`src/hdl/assert_macros.svh`:
```
// assertion macros shared by the parser rtl
// no dependencies
`ifndef ASSERT_MACROS_SVH
`define ASSERT_MACROS_SVH

// property that must hold at every clock edge outside reset
`define ASSERT_ALWAYS(label, clk, rst_n, prop, msg) \
    label: assert property (@(posedge clk) disable iff (!rst_n) (prop)) else $error(msg);

// consequent must hold in the cycle after the antecedent
`define ASSERT_NEXT(label, clk, rst_n, ante, cons, msg) \
    label: assert property (@(posedge clk) disable iff (!rst_n) (ante) |=> (cons)) \
        else $error(msg);

// consequent must hold in the same cycle as the antecedent
`define ASSERT_IMPLY(label, clk, rst_n, ante, cons, msg) \
    label: assert property (@(posedge clk) disable iff (!rst_n) (ante) |-> (cons)) \
        else $error(msg);

`endif

```
`src/hdl/brlp_pkg.sv`:
```
// types and constants of the bus response line parser
// no dependencies
package brlp_pkg;

    // characters
    localparam logic [7:0] CH_NUL   = 8'h00;
    localparam logic [7:0] CH_NL    = 8'h0A;
    localparam logic [7:0] CH_COLON = 8'h3A;
    localparam logic [7:0] CH_ZERO  = 8'h30;
    localparam logic [7:0] CH_R_UP  = 8'h52;
    localparam logic [7:0] CH_R_LO  = 8'h72;
    localparam logic [7:0] CH_W_UP  = 8'h57;
    localparam logic [7:0] CH_W_LO  = 8'h77;
    localparam logic [7:0] CH_V     = 8'h56;
    localparam logic [7:0] CH_I     = 8'h49;
    localparam logic [7:0] CH_E     = 8'h45;
    localparam logic [7:0] CH_A     = 8'h41;
    localparam logic [7:0] CH_B     = 8'h42;
    localparam logic [7:0] CH_S     = 8'h53;
    localparam logic [7:0] CH_C     = 8'h43;
    localparam logic [7:0] CH_F_UP  = 8'h46;
    localparam logic [7:0] CH_D     = 8'h44;
    localparam logic [7:0] CH_F_LO  = 8'h66;
    localparam logic [7:0] CH_I_LO  = 8'h69;
    localparam logic [7:0] CH_U_LO  = 8'h75;

    // parse phases
    localparam logic [1:0] PH_START = 2'd0;
    localparam logic [1:0] PH_ARG0  = 2'd1;
    localparam logic [1:0] PH_ARG1  = 2'd2;
    localparam logic [1:0] PH_DONE  = 2'd3;

    // verdict codes
    localparam logic [2:0] V_OK    = 3'd0;
    localparam logic [2:0] V_UNREC = 3'd1;
    localparam logic [2:0] V_UNEXP = 3'd2;
    localparam logic [2:0] V_INV   = 3'd3;
    localparam logic [2:0] V_INTR  = 3'd4;
    localparam logic [2:0] V_ERR   = 3'd5;

    // ack kinds
    localparam logic [1:0] ACK_PLAIN = 2'd0;
    localparam logic [1:0] ACK_YES   = 2'd1;
    localparam logic [1:0] ACK_NO    = 2'd2;

    // line summary handed to the verdict logic
    typedef struct packed {
        logic [7:0] code;
        logic [1:0] args;
        logic       syntax_bad;
        logic       pending;
        logic [7:0] cmd;
    } line_t;

    typedef struct packed {
        logic [2:0] verdict;
        logic [1:0] ack_kind;
    } result_t;

endpackage

```
`src/hdl/brlp_if.sv`:
```
// valid/ready channels of the bus response line parser
// depends on nothing but the handshake convention
interface brlp_in_if;
    logic       valid;
    logic       ready;
    logic [7:0] rx_byte;
    logic       request_pending;
    logic [7:0] pending_cmd;

    modport source (output valid, output rx_byte, output request_pending,
                    output pending_cmd, input ready);
    modport sink (input valid, input rx_byte, input request_pending,
                  input pending_cmd, output ready);
endinterface

interface brlp_out_if;
    logic        valid;
    logic        ready;
    logic [2:0]  verdict;
    logic [1:0]  ack_kind;
    logic [1:0]  arg_count;
    logic [15:0] first_value;
    logic [15:0] second_value;
    logic [7:0]  response_code;

    modport source (output valid, output verdict, output ack_kind, output arg_count,
                    output first_value, output second_value, output response_code,
                    input ready);
    modport sink (input valid, input verdict, input ack_kind, input arg_count,
                  input first_value, input second_value, input response_code,
                  output ready);
endinterface

```
`src/hdl/brlp_verdict.sv`:
```
// response code table and verdict selection for one finished line
// depends on brlp_pkg
module brlp_verdict
(
    input  brlp_pkg::line_t   line,
    output brlp_pkg::result_t result
);

    logic [2:0] base;
    logic [2:0] verdict;
    logic [1:0] ack;
    logic [7:0] exp_cmd;
    logic [1:0] need_args;

    always_comb
    begin
        base      = line.syntax_bad ? brlp_pkg::V_INV : brlp_pkg::V_OK;
        ack       = brlp_pkg::ACK_PLAIN;
        exp_cmd   = brlp_pkg::CH_NUL;
        need_args = 2'd0;
        case (line.code)
            brlp_pkg::CH_R_UP:
            begin
                exp_cmd   = brlp_pkg::CH_R_UP;
                need_args = 2'd1;
                ack       = brlp_pkg::ACK_YES;
            end
            brlp_pkg::CH_R_LO:
            begin
                exp_cmd   = brlp_pkg::CH_R_UP;
                need_args = 2'd1;
                ack       = brlp_pkg::ACK_NO;
            end
            brlp_pkg::CH_W_UP:
            begin
                exp_cmd = brlp_pkg::CH_W_UP;
                ack     = brlp_pkg::ACK_YES;
            end
            brlp_pkg::CH_W_LO:
            begin
                exp_cmd = brlp_pkg::CH_W_UP;
                ack     = brlp_pkg::ACK_NO;
            end
            brlp_pkg::CH_V:
            begin
                exp_cmd   = brlp_pkg::CH_V;
                need_args = 2'd3;
            end
            // interrupt and error ignore syntax, only the count matters
            brlp_pkg::CH_I:
            begin
                base      = brlp_pkg::V_INTR;
                need_args = 2'd1;
            end
            brlp_pkg::CH_E:
            begin
                base      = brlp_pkg::V_ERR;
                need_args = 2'd1;
            end
            brlp_pkg::CH_A, brlp_pkg::CH_B, brlp_pkg::CH_S, brlp_pkg::CH_C,
            brlp_pkg::CH_F_UP:
            begin
                exp_cmd = line.code;
            end
            brlp_pkg::CH_ZERO:
            begin
                exp_cmd = brlp_pkg::CH_NL;
            end
            brlp_pkg::CH_D, brlp_pkg::CH_F_LO, brlp_pkg::CH_I_LO, brlp_pkg::CH_U_LO:
            begin
                exp_cmd   = line.code;
                need_args = 2'd1;
            end
            default:
            begin
                base = brlp_pkg::V_UNREC;
            end
        endcase

        verdict = base;
        if (base == brlp_pkg::V_OK && (!line.pending || line.cmd != exp_cmd))
        begin
            verdict = brlp_pkg::V_UNEXP;
        end
        else if ((base == brlp_pkg::V_OK || base == brlp_pkg::V_INTR ||
                  base == brlp_pkg::V_ERR) && line.args != need_args)
        begin
            verdict = brlp_pkg::V_INV;
        end

        result.verdict  = verdict;
        result.ack_kind = (verdict == brlp_pkg::V_OK) ? ack : brlp_pkg::ACK_PLAIN;
    end

endmodule

```
`src/hdl/bus_response_line_parser.sv`:
```
// bus response line parser: one response byte per cycle, one verdict word per line
// latency: the verdict word is valid in the cycle after the newline is accepted
// throughput: one byte per cycle, except that a newline stalls while a verdict word waits unaccepted
// a new byte is taken while a verdict waits, unless a newline would overwrite it
// reset clears the line state and empties the result register
// depends on brlp_pkg, brlp_if, brlp_verdict and assert_macros.svh
`include "assert_macros.svh"

module bus_response_line_parser
(
    input  logic              clk,
    input  logic              rst_n,
    brlp_in_if.sink           in_ch,
    brlp_out_if.source        out_ch
);

    logic [1:0]  phase_reg,  phase_next;
    logic [7:0]  code_reg,   code_next;
    logic [15:0] first_reg,  first_next;
    logic [15:0] second_reg, second_next;
    logic [1:0]  args_reg,   args_next;
    logic        bad_reg,    bad_next;
    logic        seen_reg,   seen_next;

    logic        out_valid_reg, out_valid_next;
    logic [2:0]  verdict_reg;
    logic [1:0]  ack_reg;
    logic [1:0]  count_reg;
    logic [15:0] val1_reg;
    logic [15:0] val2_reg;
    logic [7:0]  rcode_reg;

    logic        in_fire;
    logic        is_nl;
    logic        is_hex;
    logic [3:0]  digit;
    logic [1:0]  end_args;
    logic        end_bad;
    brlp_pkg::line_t   line;
    brlp_pkg::result_t result;

    // only a newline needs the result register free
    assign in_ch.ready = !out_valid_reg || out_ch.ready || !is_nl;
    assign in_fire     = in_ch.valid && in_ch.ready;
    assign is_nl       = in_ch.rx_byte == brlp_pkg::CH_NL;

    // hex digit decode
    always_comb
    begin
        is_hex = 1'b1;
        digit  = 4'd0;
        if (in_ch.rx_byte >= 8'h30 && in_ch.rx_byte <= 8'h39)
            digit = 4'(in_ch.rx_byte - 8'h30);
        else if (in_ch.rx_byte >= 8'h61 && in_ch.rx_byte <= 8'h66)
            digit = 4'(in_ch.rx_byte - 8'h57);
        else if (in_ch.rx_byte >= 8'h41 && in_ch.rx_byte <= 8'h46)
            digit = 4'(in_ch.rx_byte - 8'h37);
        else
            is_hex = 1'b0;
    end

    // count and syntax once the text ends in the current phase
    always_comb
    begin
        end_args = args_reg;
        end_bad  = bad_reg;
        if (phase_reg == brlp_pkg::PH_ARG0 && seen_reg)
            end_args = 2'd1;
        if (phase_reg == brlp_pkg::PH_ARG1)
        begin
            end_bad = 1'b1;
            if (seen_reg)
                end_args = 2'd2;
        end
    end

    always_comb
    begin
        line.code       = code_reg;
        line.args       = end_args;
        line.syntax_bad = end_bad;
        line.pending    = in_ch.request_pending;
        line.cmd        = in_ch.pending_cmd;
    end

    brlp_verdict u_verdict
    (
        .line   (line),
        .result (result)
    );

    // line state update
    always_comb
    begin
        phase_next  = phase_reg;
        code_next   = code_reg;
        first_next  = first_reg;
        second_next = second_reg;
        args_next   = args_reg;
        bad_next    = bad_reg;
        seen_next   = seen_reg;
        if (in_fire)
        begin
            if (is_nl)
            begin
                phase_next  = brlp_pkg::PH_START;
                code_next   = 8'd0;
                first_next  = 16'd0;
                second_next = 16'd0;
                args_next   = 2'd0;
                bad_next    = 1'b0;
                seen_next   = 1'b0;
            end
            else if (phase_reg == brlp_pkg::PH_DONE)
            begin
                // rest of line ignored
            end
            else if (in_ch.rx_byte == brlp_pkg::CH_NUL)
            begin
                args_next  = end_args;
                bad_next   = end_bad;
                phase_next = brlp_pkg::PH_DONE;
            end
            else if (phase_reg == brlp_pkg::PH_START)
            begin
                code_next  = in_ch.rx_byte;
                phase_next = brlp_pkg::PH_ARG0;
            end
            else if (is_hex)
            begin
                seen_next = 1'b1;
                if (phase_reg == brlp_pkg::PH_ARG0)
                    first_next = {first_reg[11:0], digit};
                else
                    second_next = {second_reg[11:0], digit};
            end
            else if (!seen_reg)
            begin
                bad_next   = 1'b1;
                phase_next = brlp_pkg::PH_DONE;
            end
            else if (phase_reg == brlp_pkg::PH_ARG0)
            begin
                args_next = 2'd1;
                if (in_ch.rx_byte == brlp_pkg::CH_COLON)
                begin
                    phase_next = brlp_pkg::PH_ARG1;
                    seen_next  = 1'b0;
                end
                else
                begin
                    bad_next   = 1'b1;
                    phase_next = brlp_pkg::PH_DONE;
                end
            end
            else
            begin
                // colon after the second value means a name follows
                if (in_ch.rx_byte == brlp_pkg::CH_COLON)
                    args_next = 2'd3;
                else
                begin
                    args_next = 2'd2;
                    bad_next  = 1'b1;
                end
                phase_next = brlp_pkg::PH_DONE;
            end
        end
    end

    always_comb
    begin
        out_valid_next = out_valid_reg;
        if (in_fire && is_nl)
            out_valid_next = 1'b1;
        else if (out_ch.ready)
            out_valid_next = 1'b0;
    end

    always_ff @(posedge clk or negedge rst_n)
    begin
        if (!rst_n)
        begin
            phase_reg     <= brlp_pkg::PH_START;
            code_reg      <= 8'd0;
            first_reg     <= 16'd0;
            second_reg    <= 16'd0;
            args_reg      <= 2'd0;
            bad_reg       <= 1'b0;
            seen_reg      <= 1'b0;
            out_valid_reg <= 1'b0;
        end
        else
        begin
            phase_reg     <= phase_next;
            code_reg      <= code_next;
            first_reg     <= first_next;
            second_reg    <= second_next;
            args_reg      <= args_next;
            bad_reg       <= bad_next;
            seen_reg      <= seen_next;
            out_valid_reg <= out_valid_next;
        end
    end

    always_ff @(posedge clk)
    begin
        if (in_fire && is_nl)
        begin
            verdict_reg <= result.verdict;
            ack_reg     <= result.ack_kind;
            count_reg   <= end_args;
            val1_reg    <= first_reg;
            val2_reg    <= second_reg;
            rcode_reg   <= code_reg;
        end
    end

    assign out_ch.valid         = out_valid_reg;
    assign out_ch.verdict       = verdict_reg;
    assign out_ch.ack_kind      = ack_reg;
    assign out_ch.arg_count     = count_reg;
    assign out_ch.first_value   = val1_reg;
    assign out_ch.second_value  = val2_reg;
    assign out_ch.response_code = rcode_reg;

    `ASSERT_NEXT(a_nl_gives_word, clk, rst_n, in_fire && is_nl, out_valid_reg,
        "newline accepted without a verdict word")
    `ASSERT_NEXT(a_nl_clears_line, clk, rst_n, in_fire && is_nl,
        phase_reg == brlp_pkg::PH_START && args_reg == 2'd0 && !bad_reg,
        "line state not cleared after newline")
    `ASSERT_IMPLY(a_start_empty, clk, rst_n, phase_reg == brlp_pkg::PH_START,
        code_reg == 8'd0 && first_reg == 16'd0 && !seen_reg,
        "line state not empty at start of line")
    `ASSERT_IMPLY(a_ack_only_ok, clk, rst_n,
        out_valid_reg && verdict_reg != brlp_pkg::V_OK,
        ack_reg == brlp_pkg::ACK_PLAIN, "ack kind given on a failed verdict")

endmodule

```
`src/flat_wrapper.sv`:
```
// flat-port wrapper written by rule: the top's interface ports become plain ports
module bus_response_line_parser_flat 
  (clk, rst_n, in_ch_valid, in_ch_rx_byte, in_ch_request_pending, in_ch_pending_cmd, in_ch_ready, out_ch_valid, out_ch_verdict, out_ch_ack_kind, out_ch_arg_count, out_ch_first_value, out_ch_second_value, out_ch_response_code, out_ch_ready);
  brlp_in_if in_ch_i ();
  brlp_out_if out_ch_i ();
  input  logic clk;
  input  logic rst_n;
  input wire logic [$bits(in_ch_i.valid)-1:0] in_ch_valid;
  input wire logic [$bits(in_ch_i.rx_byte)-1:0] in_ch_rx_byte;
  input wire logic [$bits(in_ch_i.request_pending)-1:0] in_ch_request_pending;
  input wire logic [$bits(in_ch_i.pending_cmd)-1:0] in_ch_pending_cmd;
  output wire logic [$bits(in_ch_i.ready)-1:0] in_ch_ready;
  output wire logic [$bits(out_ch_i.valid)-1:0] out_ch_valid;
  output wire logic [$bits(out_ch_i.verdict)-1:0] out_ch_verdict;
  output wire logic [$bits(out_ch_i.ack_kind)-1:0] out_ch_ack_kind;
  output wire logic [$bits(out_ch_i.arg_count)-1:0] out_ch_arg_count;
  output wire logic [$bits(out_ch_i.first_value)-1:0] out_ch_first_value;
  output wire logic [$bits(out_ch_i.second_value)-1:0] out_ch_second_value;
  output wire logic [$bits(out_ch_i.response_code)-1:0] out_ch_response_code;
  input wire logic [$bits(out_ch_i.ready)-1:0] out_ch_ready;
  assign in_ch_i.valid = in_ch_valid;
  assign in_ch_i.rx_byte = in_ch_rx_byte;
  assign in_ch_i.request_pending = in_ch_request_pending;
  assign in_ch_i.pending_cmd = in_ch_pending_cmd;
  assign in_ch_ready = in_ch_i.ready;
  assign out_ch_valid = out_ch_i.valid;
  assign out_ch_verdict = out_ch_i.verdict;
  assign out_ch_ack_kind = out_ch_i.ack_kind;
  assign out_ch_arg_count = out_ch_i.arg_count;
  assign out_ch_first_value = out_ch_i.first_value;
  assign out_ch_second_value = out_ch_i.second_value;
  assign out_ch_response_code = out_ch_i.response_code;
  assign out_ch_i.ready = out_ch_ready;
  bus_response_line_parser u_core (.clk(clk), .rst_n(rst_n), .in_ch(in_ch_i), .out_ch(out_ch_i));
endmodule
```
`config.mk`:
```
export PLATFORM = sky130hd
export DESIGN_NAME = bus_response_line_parser_flat
export DESIGN_NICKNAME = d
export VERILOG_FILES = /design/src/hdl/brlp_pkg.sv /design/src/hdl/brlp_if.sv /design/src/hdl/brlp_verdict.sv /design/src/hdl/bus_response_line_parser.sv /design/src/flat_wrapper.sv
export VERILOG_INCLUDE_DIRS = /design/src /design/src/hdl
export SDC_FILE = /design/constraint.sdc
export NUM_CORES = 1
export LEC_CHECK = 0
export ABC_AREA = 0
export BUFFER_PORTS_ARGS = -buffer_cell sky130_fd_sc_hd__clkbuf_2
export CAP_MARGIN = 5
export CORE_MARGIN = 2
export CORE_UTILIZATION = 26
export CTS_CLUSTER_DIAMETER = 30
export DETAILED_ROUTE_END_ITERATION = 8
export PLACE_DENSITY = 0.52
export SYNTH_ARGS = -nofsm -noshare
export SYNTH_HDL_FRONTEND = slang
export SYNTH_SLANG_ARGS = --single-unit
export TNS_END_PERCENT = 20
```
`constraint.sdc`:
```
create_clock -name clk -period 3.6 [get_ports clk]
set_clock_uncertainty 0.15 [all_clocks]
set_input_delay 0.72 -clock clk [delete_from_list [all_inputs] [get_ports clk]]
set_output_delay 0.72 -clock clk [all_outputs]
set_load 0.01 [all_outputs]
```
==> results of run 1 <==
==> through the flow <==
stage,util,hold WS [ns],setup WS [ns],cells
2_1_floorplan,-,0.2744,0.4796,388
3_3_place_gp,0.3000,0.2818,0.5130,676
3_5_place_dp,0.3000,0.2843,0.5047,676
4_1_cts,0.3187,0.3077,0.7340,692
5_1_grt,0.3187,0.3169,0.4634,692
6_report,0.3187,0.2959,0.7424,692
==> logic make-up after synthesis <==
logic type	Yosys count	synth area share
AOI/OAI and AO/OA	63	0.1016
xor gates and xnor gates	4	0.007671
adders and majority gates	4	0.01096
buffers and inverters	38	0.04163
DFF	94	0.5664
muxes	44	0.1027
and+or+nand+nor	141	0.1690
==> final cells by class <==
class                           instances  area (sq um)  share of cell area
Tap cell                              225         281.5             0.05125
Inverter                               25         93.84             0.01708
Clock inverter                          6         92.59             0.01686
Timing Repair Buffer                   76         410.4             0.07472
Multi-Input combinational cell        256          1798              0.3273
Clock buffer                           10         229.0             0.04169
Sequential cell                        94          2587              0.4711
==> power by group through the flow <==
stage / Combinational (uW) / Sequential (uW) / Clock [uW]
5_1_grt: 259 / 1270 / 1090
4_1_cts: 230 / 1260 / 1060
2_1_floorplan: 190 / 1240 / 0
3_5_place_dp: 229 / 1280 / 0
3_3_place_gp: 223 / 1280 / 0
6_report: 227 / 1260 / 1030
==> routing by layer <==
| metal | vias up | share of wire | track usage | wire length [um] |
|---|---|---|---|---|
| li1 | 1554 | - | - | - |
| met1 | 1572 | 0.48 | 0.1550 | 4912 |
| met2 | 71 | 0.46 | 0.1747 | 4724 |
| met3 | 13 | 0.042 | 0.02741 | 425 |
| met4 | 0 | 0.017 | 0.04282 | 173 |
| met5 | - | 0 | 0 | 0 |
==> worst paths after layout <==
kind	startpoint	end	slack [ns]
setup / recovery	u_core.code_reg[0]	u_core.out_ch.verdict[1]	0.74
hold / removal	rst_n	u_core.second_reg[15]	0.30
setup reg to reg	u_core.code_reg[0]	u_core.out_ch.verdict[1]	0.74
hold reg to reg	u_core.first_reg[4]	u_core.out_ch.first_value[4]	0.30
max in group asynchronous	rst_n	u_core.code_reg[6]	2.27
min in group clk	u_core.first_reg[4]	u_core.out_ch.first_value[4]	0.30
==> cells in the mapped netlist, types with 4 or more instances <==
cell	n	area share
a21oi_1	15	0.016
a22o_1	4	0.0077
buf_4	4	0.0066
buf_6	4	0.0099
dfrtp_1	47	0.26
edfxtp_1	47	0.31
ha_1	4	0.011
inv_1	25	0.021
mux2_1	4	0.0099
mux2_2	19	0.047
mux2i_1	21	0.046
nand2_1	38	0.031
nand2b_1	8	0.011
nand3_1	11	0.012
nand3b_1	4	0.0066
nand4_1	5	0.0068
nor2_1	25	0.021
nor2b_1	8	0.011
nor3_1	7	0.0077
o21ai_0	13	0.014
==> critical path: stages (launching register included) <==
cell and delay (ns):
dfrtp_1 0.67, or2b_1 0.32, nand4_1 0.20, o2111ai_1 0.13, a2111o_1 0.38, nor4_2 0.27
o2111ai_1 0.22, a31o_1 0.27
==> out/metrics.yaml, run 1 <==
run_status:
  run_status: "complete, no violations"
route:
  route.vias.total: 3210
  wl_um: 10240
  drc: 0
  post_drt_wl_per_cell_um: 14.79
  first_pass_iters: 4
  antenna_violating_nets_post_route: 0
  route.detailed.vias_per_inst: 4.639
  drt_first_iter_violations: 153
cells_and_area:
  antenna_diode_count: 0
  fillCellCount: 1742
  final_cell_mix: "clkbuf_2 (69), dfrtp_1 (47), edfxtp_1 (47)"
  design_area_sq_um: 5493
  drive_gt1_frac: 0.2869
  final_nets: 487
  area_growth_synth_to_finish_pct: 20.24
  commonest_non_fill_non_tap_cell_in_the_layout: "clkbuf_2"
synth:
  synth_warnings: 0
  synth_cells: 388
  synth_nets: 413
  yosys.cell_types.count: 69
  netlist_area_sq_um: 4568
  synth_enable_flop_cells: 47
  yosys_register_bits: 94
  ys_async_sr_fraction: 0.5000
  synthFlopType: "edfxtp_1"
  syn-mean-instance-area_sq_um: 11.77
  synth_seq_area_share: 0.5664
floorplan:
  die_height_um: 136.6
  core_region_area_sq_um: 17240
  dieArea_sq_um: 18650
  cell_row_count: 48
  boundaryPins: 70
  overall_die_width_um: 136.6
  floorplan.initialDensity: 0.2650
power_and_ir_drop:
  clock_power_share: 0.408
  combinational_group_share_of_total_power: 0.090
  pwr_density_cell_nw_per_um2: 457.6
  vdd.ir_drop.worst_mv: 0.1959
  p_seq_frac: 0.502
  fin_total_pwr_uw: 2513
  switching_component_of_the_power_uw: 604.0
  netSwitchingFraction: 0.2403
  cell_internal_pwr_uw: 1909
  p_leak_uw: 0.002338
clock_network:
  clk_pin_slew_ns: 0.07
  post_cts_resized: 0
  hold_buffers: 0
  worstSkewPairLatency_ns: 0.34
  cts_tree: "yes"
  cts.sink_count: 94
  post_cts.repair.setup_buffers: 0
  cts-htree-levels: 3
  cts-buffers-inserted: 9
  clockBufferDepth: 2
  clock_root_cell: "clkbuf_16"
sta:
  timing_worst_slew_pin_value_ns: 0.7762
  rsz0062_at_grt: "no"
  timing.final.hold_violations: 0
  finalSetupTns_ns: 0
  slew-limit-headroom: 0.4825
  fmax_ghz: 0.3499
  period_utilisation_layout: 0.7938
  setup_viol: 0
  finalWorstPathRequiredPeriod_ns: 2.858
  timing.final.max_slew_violations: 0
grt:
  groute.usage.overall: 0.1137
  grt_start_max_net_pins: 46
  grt_pass1_wl_um: 16460
  initial_antenna_violation_count: 0
  grt_overflow: 0
  first_global_vias: 3221
critical_path:
  setup.worst_path.class: "reg -> reg"
  critical_path_required_ns: 3.55
  worst_r2r_path_depth: 7
  critPathCaptureType: "flop"
  startpoint_type: "flop"
  path_max_fanout: 16
  timing.critical_path.arrival_ns: 2.81
placement:
  placement.cell_area_sq_um: 5171
  detailed_place_hpwl_um: 7153
  globalplace.congestion: 0.8075
  port-buffer-count: 69
min_path:
  worstHoldPathType: "in -> async"
job:
  cap_violations: 0
Note: power is estimated with default switching activity, not from simulation.
==> inputs of run 2 (changes only) <==
Settings changed: ABC_AREA 0 to 1.
Clock period 3.6 ns to 2.7 ns, I/O delays scaled along.
==> run 2 against run 1 <==
Via count increased by 1.6%. Synthesized cell count increased by 16%. Routed wire length decreased by 2.4%. Die area decreased by 5.1%. Hold slack got worse by 0.29 ns. Register-to-register slack got worse by 0.37 ns. Non-clock buffer count increased by 2. Sequential power increased by 41%. Global-route usage increased by 0.48 points. Combinational power increased to 2.9 times the previous value. Critical path depth increased by 2. Critical path type is now in -> out.
==> out/metrics.yaml, run 2 <==
run_status:
  run_status: "complete, no violations"
sta:
  setup_viol: 0  # unchanged
  finalSetupTns_ns: 0  # unchanged
  timing.final.hold_violations: 0  # unchanged
  slew-limit-headroom: 0.6659  # +0.1833
  finalWorstPathRequiredPeriod_ns: 2.432
  period_utilisation_layout: 0.9009
  fmax_ghz: 0.4111
  rsz0062_at_grt: "no"
  timing_worst_slew_pin_value_ns: 0.5012  # -0.2750 ns
  timing.final.max_slew_violations: 0  # unchanged
synth:
  synth_enable_flop_cells: 47  # unchanged
  yosys.cell_types.count: 41  # -41%
  synth_common_cells: "nand2_1 (121), dfrtp_1 (47), edfxtp_1 (47), inv_1 (42), nor2_1 (35)"
  compound_cell_area_share_of_the_yosys_netlist: 0.1001  # -0.001558
  synth_warnings: 0  # unchanged
  synth_fa_ha_area_frac: 0.01157  # +0.0006115
  syn-mean-instance-area_sq_um: 9.636  # -18%
  synth_top_family_by_area: "simple AND/OR/NAND/NOR gates"
  ys_async_sr_fraction: 0.5000  # unchanged
  synth_cells: 449  # +16%
  synth_largest_type_area_fraction: 0.3262  # +0.01724
  synthFlopType: "edfxtp_1"
  synth_nets: 474  # +15%
  synth_xor_area_frac: 0.002024  # -0.005645
  post_synth_mux_area_share: 0  # -0.1027
  yosys_register_bits: 94  # unchanged
  synthMostInstantiatedCell: "nand2_1"
  yosys.area.top_type: "edfxtp_1"
  synth_simple_gate_area_frac: 0.2247  # +0.05570
  netlist_area_sq_um: 4327  # -5.3%
  synth.top_cells.by_area: "edfxtp_1 (33%), dfrtp_1 (27%), nand2_1 (10%)"
  synth_seq_area_share: 0.5980  # +0.03161
route:
  wl_um: 9992  # -2.4%
  post_drt_wl_per_cell_um: 13.25  # -10%
  antenna_violating_nets_post_route: 0  # unchanged
  drc: 0  # unchanged
  drt_first_iter_violations: 250  # +63%
  first_pass_iters: 5  # +1
  route.detailed.vias_per_inst: 4.326  # -6.7%
  route.vias.total: 3262  # +1.6%
cells_and_area:
  antenna_diode_count: 0  # unchanged
  fillCellCount: 1667  # -4.3%
  drive_gt1_frac: 0.2734  # -0.01353
  final_nets: 554  # +14%
  area_growth_synth_to_finish_pct: 23.86
  commonest_non_fill_non_tap_cell_in_the_layout: "nand2_1"
  final_cell_mix: "nand2_1 (120), clkbuf_2 (69), dfrtp_1 (47), edfxtp_1 (47), inv_1 (39)"
  design_area_sq_um: 5359  # -2.4%
clock_network:
  cts-htree-levels: 3  # unchanged
  cts_tree: "yes"
  cts-buffers-inserted: 9  # unchanged
  clockBufferDepth: 2  # unchanged
  post_cts.repair.setup_buffers: 0  # unchanged
  clk_pin_slew_ns: 0.08  # about the same
  post_cts_resized: 0  # unchanged
  cts.sink_count: 94  # unchanged
  clock_root_cell: "clkbuf_16"
  hold_buffers: 0  # unchanged
  worstSkewPairLatency_ns: 0.34  # about the same
critical_path:
  critPathCaptureType: "output pin"
  path_max_fanout: 5  # -11
  cp_top_family: "buffers and inverters"
  setup.worst_path.class: "in -> out"
  startpoint_type: "primary input"
  critPathMaxStageDelay_ns: 0.21  # -0.46 ns
  standard_cell_with_the_maximum_stage_delay_on_the_critical_path: "clkbuf_2"
  critical_path_required_ns: 2.01  # -1.54 ns
  timing.critical_path.buf_inv: 5  # +5
  timing.critical_path.arrival_ns: 1.74  # -1.07 ns
  path_cells: "clkbuf_2 -> inv_16 -> ha_4 -> inv_2 -> nor3_2 -> inv_2 -> nor2_4 -> nand3_4 -> clkbuf_2"
grt:
  first_global_vias: 3254  # +1.0%
  grt_overflow: 0  # unchanged
  initial_antenna_violation_count: 0  # unchanged
  groute.usage.overall: 0.1185  # +0.004845
  grt_start_max_net_pins: 33  # -28%
  grt_pass1_wl_um: 16630  # +1.0%
power_and_ir_drop:
  p_leak_uw: 0.002413  # +3.2%
  vdd.ir_drop.worst_mv: 0.4144  # +110%
  pwr_density_cell_nw_per_um2: 689.4  # +51%
floorplan:
  boundaryPins: 70  # unchanged
  core_region_area_sq_um: 16410  # -4.8%
  floorplan.initialDensity: 0.2637  # -0.001318
  overall_die_width_um: 133  # -2.6%
  die_height_um: 133  # -2.6%
  dieArea_sq_um: 17690  # -5.1%
  cell_row_count: 47  # -2.1%
min_path:
  worstHoldPathType: "in -> async"
placement:
  placement.cell_area_sq_um: 5054  # -2.3%
  detailed_place_hpwl_um: 7417  # +3.7%
  port-buffer-count: 69  # unchanged
  globalplace.congestion: 0.8873  # +9.9%
job:
  cap_violations: 0  # unchanged
run 2: cell count changes after synthesis, moves of 11 or more:
cell / delta
nand2_2: +11
nand2_1: +83
o21ai_1: +29
inv_2: +14
inv_1: +17
mux2i_1: -21
mux2_2: -19
run 2: cell type report:
| class | instances | area [sq um] | share of cell area |
|---|---|---|---|
| inverter | 59 | 244.0 | 0.04553 |
| multi-input combinational | 287 | 1496 | 0.2792 |
| timing repair buffer | 78 | 450.4 | 0.08405 |
| sequential | 94 | 2587 | 0.4828 |
| clock buffer | 9 | 225.2 | 0.04203 |
| tap | 220 | 275.3 | 0.05137 |
| clock inverter | 7 | 80.08 | 0.01494 |
run 2: worst reg2reg max path: stages, from the launching register on:
cell and delay (ns):
dfrtp_1 0.49, inv_2 0.11, nand2_2 0.09, nor2_1 0.08
nand2_1 0.20, nand3_2 0.14, nor2_2 0.20, nand3_2 0.11
nand2_1 0.08, nand2_1 0.09, nor2_1 0.16, a21oi_2 0.06
nand3_2 0.09, nor2_1 0.05
run 2: cells by family (layout without fill, tap and decap cells):
family | Yosys count | after routing
buf+inv | 68 | 153
fa+ha+maj | 4 | 4
simple gates | 211 | 211
flops | 94 | 94
xor+xnor | 1 | 1
compound gates | 71 | 71
run 2: worst paths after layout:
kind	start	endpoint	slack, ns	cells past startpoint
hold / removal	rst_n	u_core.second_reg[15]	0.002	1
setup reg to reg	u_core.code_reg[0]	u_core.out_ch.ack_kind[1]	0.37	13
min in group clk	u_core.first_reg[10]	u_core.out_ch.first_value[10]	0.31	0
max in group asynchronous	rst_n	u_core.code_reg[7]	1.78	2
setup / recovery	in_ch_rx_byte[0]	in_ch_ready	0.27	9
hold reg to reg	u_core.first_reg[10]	u_core.out_ch.first_value[10]	0.31	0
run 2: where the power goes:
| part | leakage (uW) | switching (uW) | internal [uW] |
|---|---|---|---|
| Combinational | 0.00122 | 429 | 221 |
| Clock | 0.000145 | 609 | 657 |
| Sequential | 0.00105 | 139 | 1640 |
run 2: per-layer routing:
metal  part of all wire  global-route usage  vias up
li1                   -                   -     1650
met1               0.48              0.1557     1527
met2               0.47              0.1934       78
met3              0.037             0.02375        7
met4              0.013             0.04480        0
met5                  0                   0        -
run 2: metrics by stage:
step	hold slack, ns	cells	setup slack (ns)	util	power, uW
finish	0.002054	754	0.2676	0.3266	3694
global route	0.03115	754	0.1144	0.3266	3908
CTS	0.01226	754	0.2488	0.3266	3740
detailed placement	0.2881	738	0.01573	0.3080	2460
global placement	0.2848	738	0.05812	0.3080	2448
floorplan	0.09441	449	-0.08632	-	2250
==> inputs of run 3 (changes only) <==
Settings changed: PLACE_DENSITY 0.52 to unset, PLACE_DENSITY_LB_ADDON set to 0.12.
==> run 3 against run 2 <==
Global-route usage grew 0.15 points. Die area is the same. Critical path depth increased by 1. Critical endpoint unchanged.
==> out/metrics.yaml, run 3 (synthesis results as in run 2) <==
cells_and_area:
  layout.area.seq_sq_um: 2587  # unchanged
  fillCellCount: 1698  # +1.9%
  fin_util: 0.3277  # +0.001068
  antenna_diode_count: 0  # unchanged
  fin_cells: 755  # +0.13%
  multi_input_area_sq_um: 1496  # unchanged
  area_growth_synth_to_finish_pct: 24.26
  commonest_non_fill_non_tap_cell_in_the_layout: "nand2_1"
  drive_gt1_frac: 0.2748  # +0.001358
  final_cell_mix: "nand2_1 (120), clkbuf_2 (69), dfrtp_1 (47), edfxtp_1 (47), inv_1 (39)"
  final_nets: 555  # +0.18%
sta:
  slew-limit-headroom: 0.5694  # -0.09646
  finalSetupTns_ns: 0  # unchanged
  rsz0062_at_grt: "no"
  period_utilisation_layout: 0.9047  # +0.003791
  final_critical_path_setup_slack_ns: 0.2574  # -0.01023 ns
  finalWorstPathRequiredPeriod_ns: 2.443  # +0.01024 ns
  timing.final.max_slew_violations: 0  # unchanged
  timing_worst_slew_pin_value_ns: 0.6459  # +0.1447 ns
  setup_viol: 0  # unchanged
  fmax_ghz: 0.4094  # -0.42%
  timing.hold.ws_ns: 0.05501  # +0.05296 ns
  timing.final.hold_violations: 0  # unchanged
route:
  wl_um: 9982  # -0.10%
  route.detailed.vias_per_inst: 4.238  # -2.0%
  drc: 0  # unchanged
  drt_first_iter_violations: 268  # +7.2%
  post_drt_wl_per_cell_um: 13.22  # -0.23%
  antenna_violating_nets_post_route: 0  # unchanged
  route.vias.total: 3200  # -1.9%
  first_pass_iters: 4  # -1
floorplan:
  dieArea_sq_um: 17690  # unchanged
  overall_die_width_um: 133  # unchanged
  cell_row_count: 47  # unchanged
  floorplan.initialDensity: 0.2637  # unchanged
  die_height_um: 133  # unchanged
  boundaryPins: 70  # unchanged
  core_region_area_sq_um: 16410  # unchanged
clock_network:
  worstSkewPairLatency_ns: 0.35  # about the same
  post_cts.repair.setup_buffers: 0  # unchanged
  cts-buffers-inserted: 9  # unchanged
  post_cts_resized: 0  # unchanged
  cts_tree: "yes"
  cts-htree-levels: 3  # unchanged
  hold_buffers: 0  # unchanged
  clock_root_cell: "clkbuf_16"
  clk_pin_slew_ns: 0.07  # about the same
  clockBufferDepth: 2  # unchanged
  cts.sink_count: 94  # unchanged
critical_path:
  timing.critical_path.buf_inv: 6  # +1
  critical_path_required_ns: 2.01  # about the same
  standard_cell_with_the_maximum_stage_delay_on_the_critical_path: "clkbuf_2"
  path_cells: "clkbuf_2 -> inv_16 -> ha_4 -> inv_2 -> nor3_2 -> inv_2 -> nor2_4 -> buf_12 -> nand3_4 -> clkbuf_2"
  startpoint_type: "primary input"
  path_max_fanout: 10  # +5
  critPathMaxStageDelay_ns: 0.18  # -0.03 ns
  timing.critical_path.arrival_ns: 1.75  # about the same
  cp_top_family: "buffers and inverters"
  critPathCaptureType: "output pin"
  setup.worst_path.class: "in -> out"
power_and_ir_drop:
  pwr_density_cell_nw_per_um2: 693.6  # +0.61%
  vdd.ir_drop.worst_mv: 0.2940  # -29%
  p_leak_uw: 0.002424  # +0.48%
placement:
  globalplace.congestion: 0.8313  # -6.3%
  detailed_place_hpwl_um: 7530  # +1.5%
  port-buffer-count: 69  # unchanged
  place.detailed.instances: 739  # +0.14%
  detailedPlace.worstSlack_ns: 0.05504  # +0.03931 ns
job:
  cap_violations: 0  # unchanged
grt:
  grt_overflow: 0  # unchanged
  initial_antenna_violation_count: 0  # unchanged
  first_global_vias: 3216  # -1.2%
  grt_pass1_wl_um: 16420  # -1.3%
  grt_start_max_net_pins: 33  # unchanged
  groute.usage.overall: 0.1200  # +0.001478
run_status:
  run_status: "complete, no violations"
min_path:
  worstHoldPathType: "in -> async"
==> run 3: cell count changes in the layout (fill, tap and decap cells not counted) <==
cell and change:
inv_8 -2, bufinv_16 +1, clkinv_2 +1, inv_6 +4, clkinv_8 -2, clkinv_4 -2
buf_12 +1
==> run 3: area by class of cell <==
class                      count  share of cell area
sequential                    94              0.4813
multi-input combinational    287              0.2783
timing repair buffer          79             0.08750
tap                          220             0.05120
inverter                      59             0.04538
clock buffer                   9             0.04189
clock inverter                 7             0.01443
==> run 3: path summary, 6_finish.rpt <==
path	start	depth (start not counted)	endpoint	slack, ns
worst max-delay path	in_ch_rx_byte[0]	10	in_ch_ready	0.26
worst min-delay path	rst_n	1	u_core.first_reg[9]	0.06
worst max register to register	u_core.code_reg[5]	11	u_core.out_ch.verdict[1]	0.42
worst min register to register	u_core.first_reg[10]	0	u_core.out_ch.first_value[10]	0.30
max in group asynchronous	rst_n	2	u_core.second_reg[12]	1.77
min in group clk	u_core.first_reg[10]	0	u_core.out_ch.first_value[10]	0.30
==> run 3: per-layer routing <==
layer	share of wire	vias to the layer above	GRT usage	wire length, um
li1	-	1646	-	-
met1	0.48	1481	0.1555	4767
met2	0.47	61	0.1952	4673
met3	0.039	12	0.03103	388
met4	0.015	0	0.04122	153
met5	0	-	0	0
==> run 3: worst reg2reg max path: stages (launching register included) <==
cell and delay [ns]:
dfrtp_1 0.55, nand2_1 0.13, nor3_1 0.22, nand4_1 0.25, inv_1 0.13, nor2_2 0.07
nand3_2 0.08, nand2_1 0.05, nand2_1 0.12, nor2_1 0.08, a21oi_2 0.14, nand2_1 0.07
==> run 3: metrics by stage <==
step	cell area [sq um]	total power, uW
floorplan	4382	2250
finish	5376	3729
CTS	5376	3791
global route	5376	3961
detailed placement	5074	2469
global placement	5074	2470
==> run 3: power by group <==
group | total (uW) | switching [uW] | internal [uW]
sequential | 1790 | 145 | 1640
combinational | 645 | 422 | 224
clock | 1300 | 568 | 729
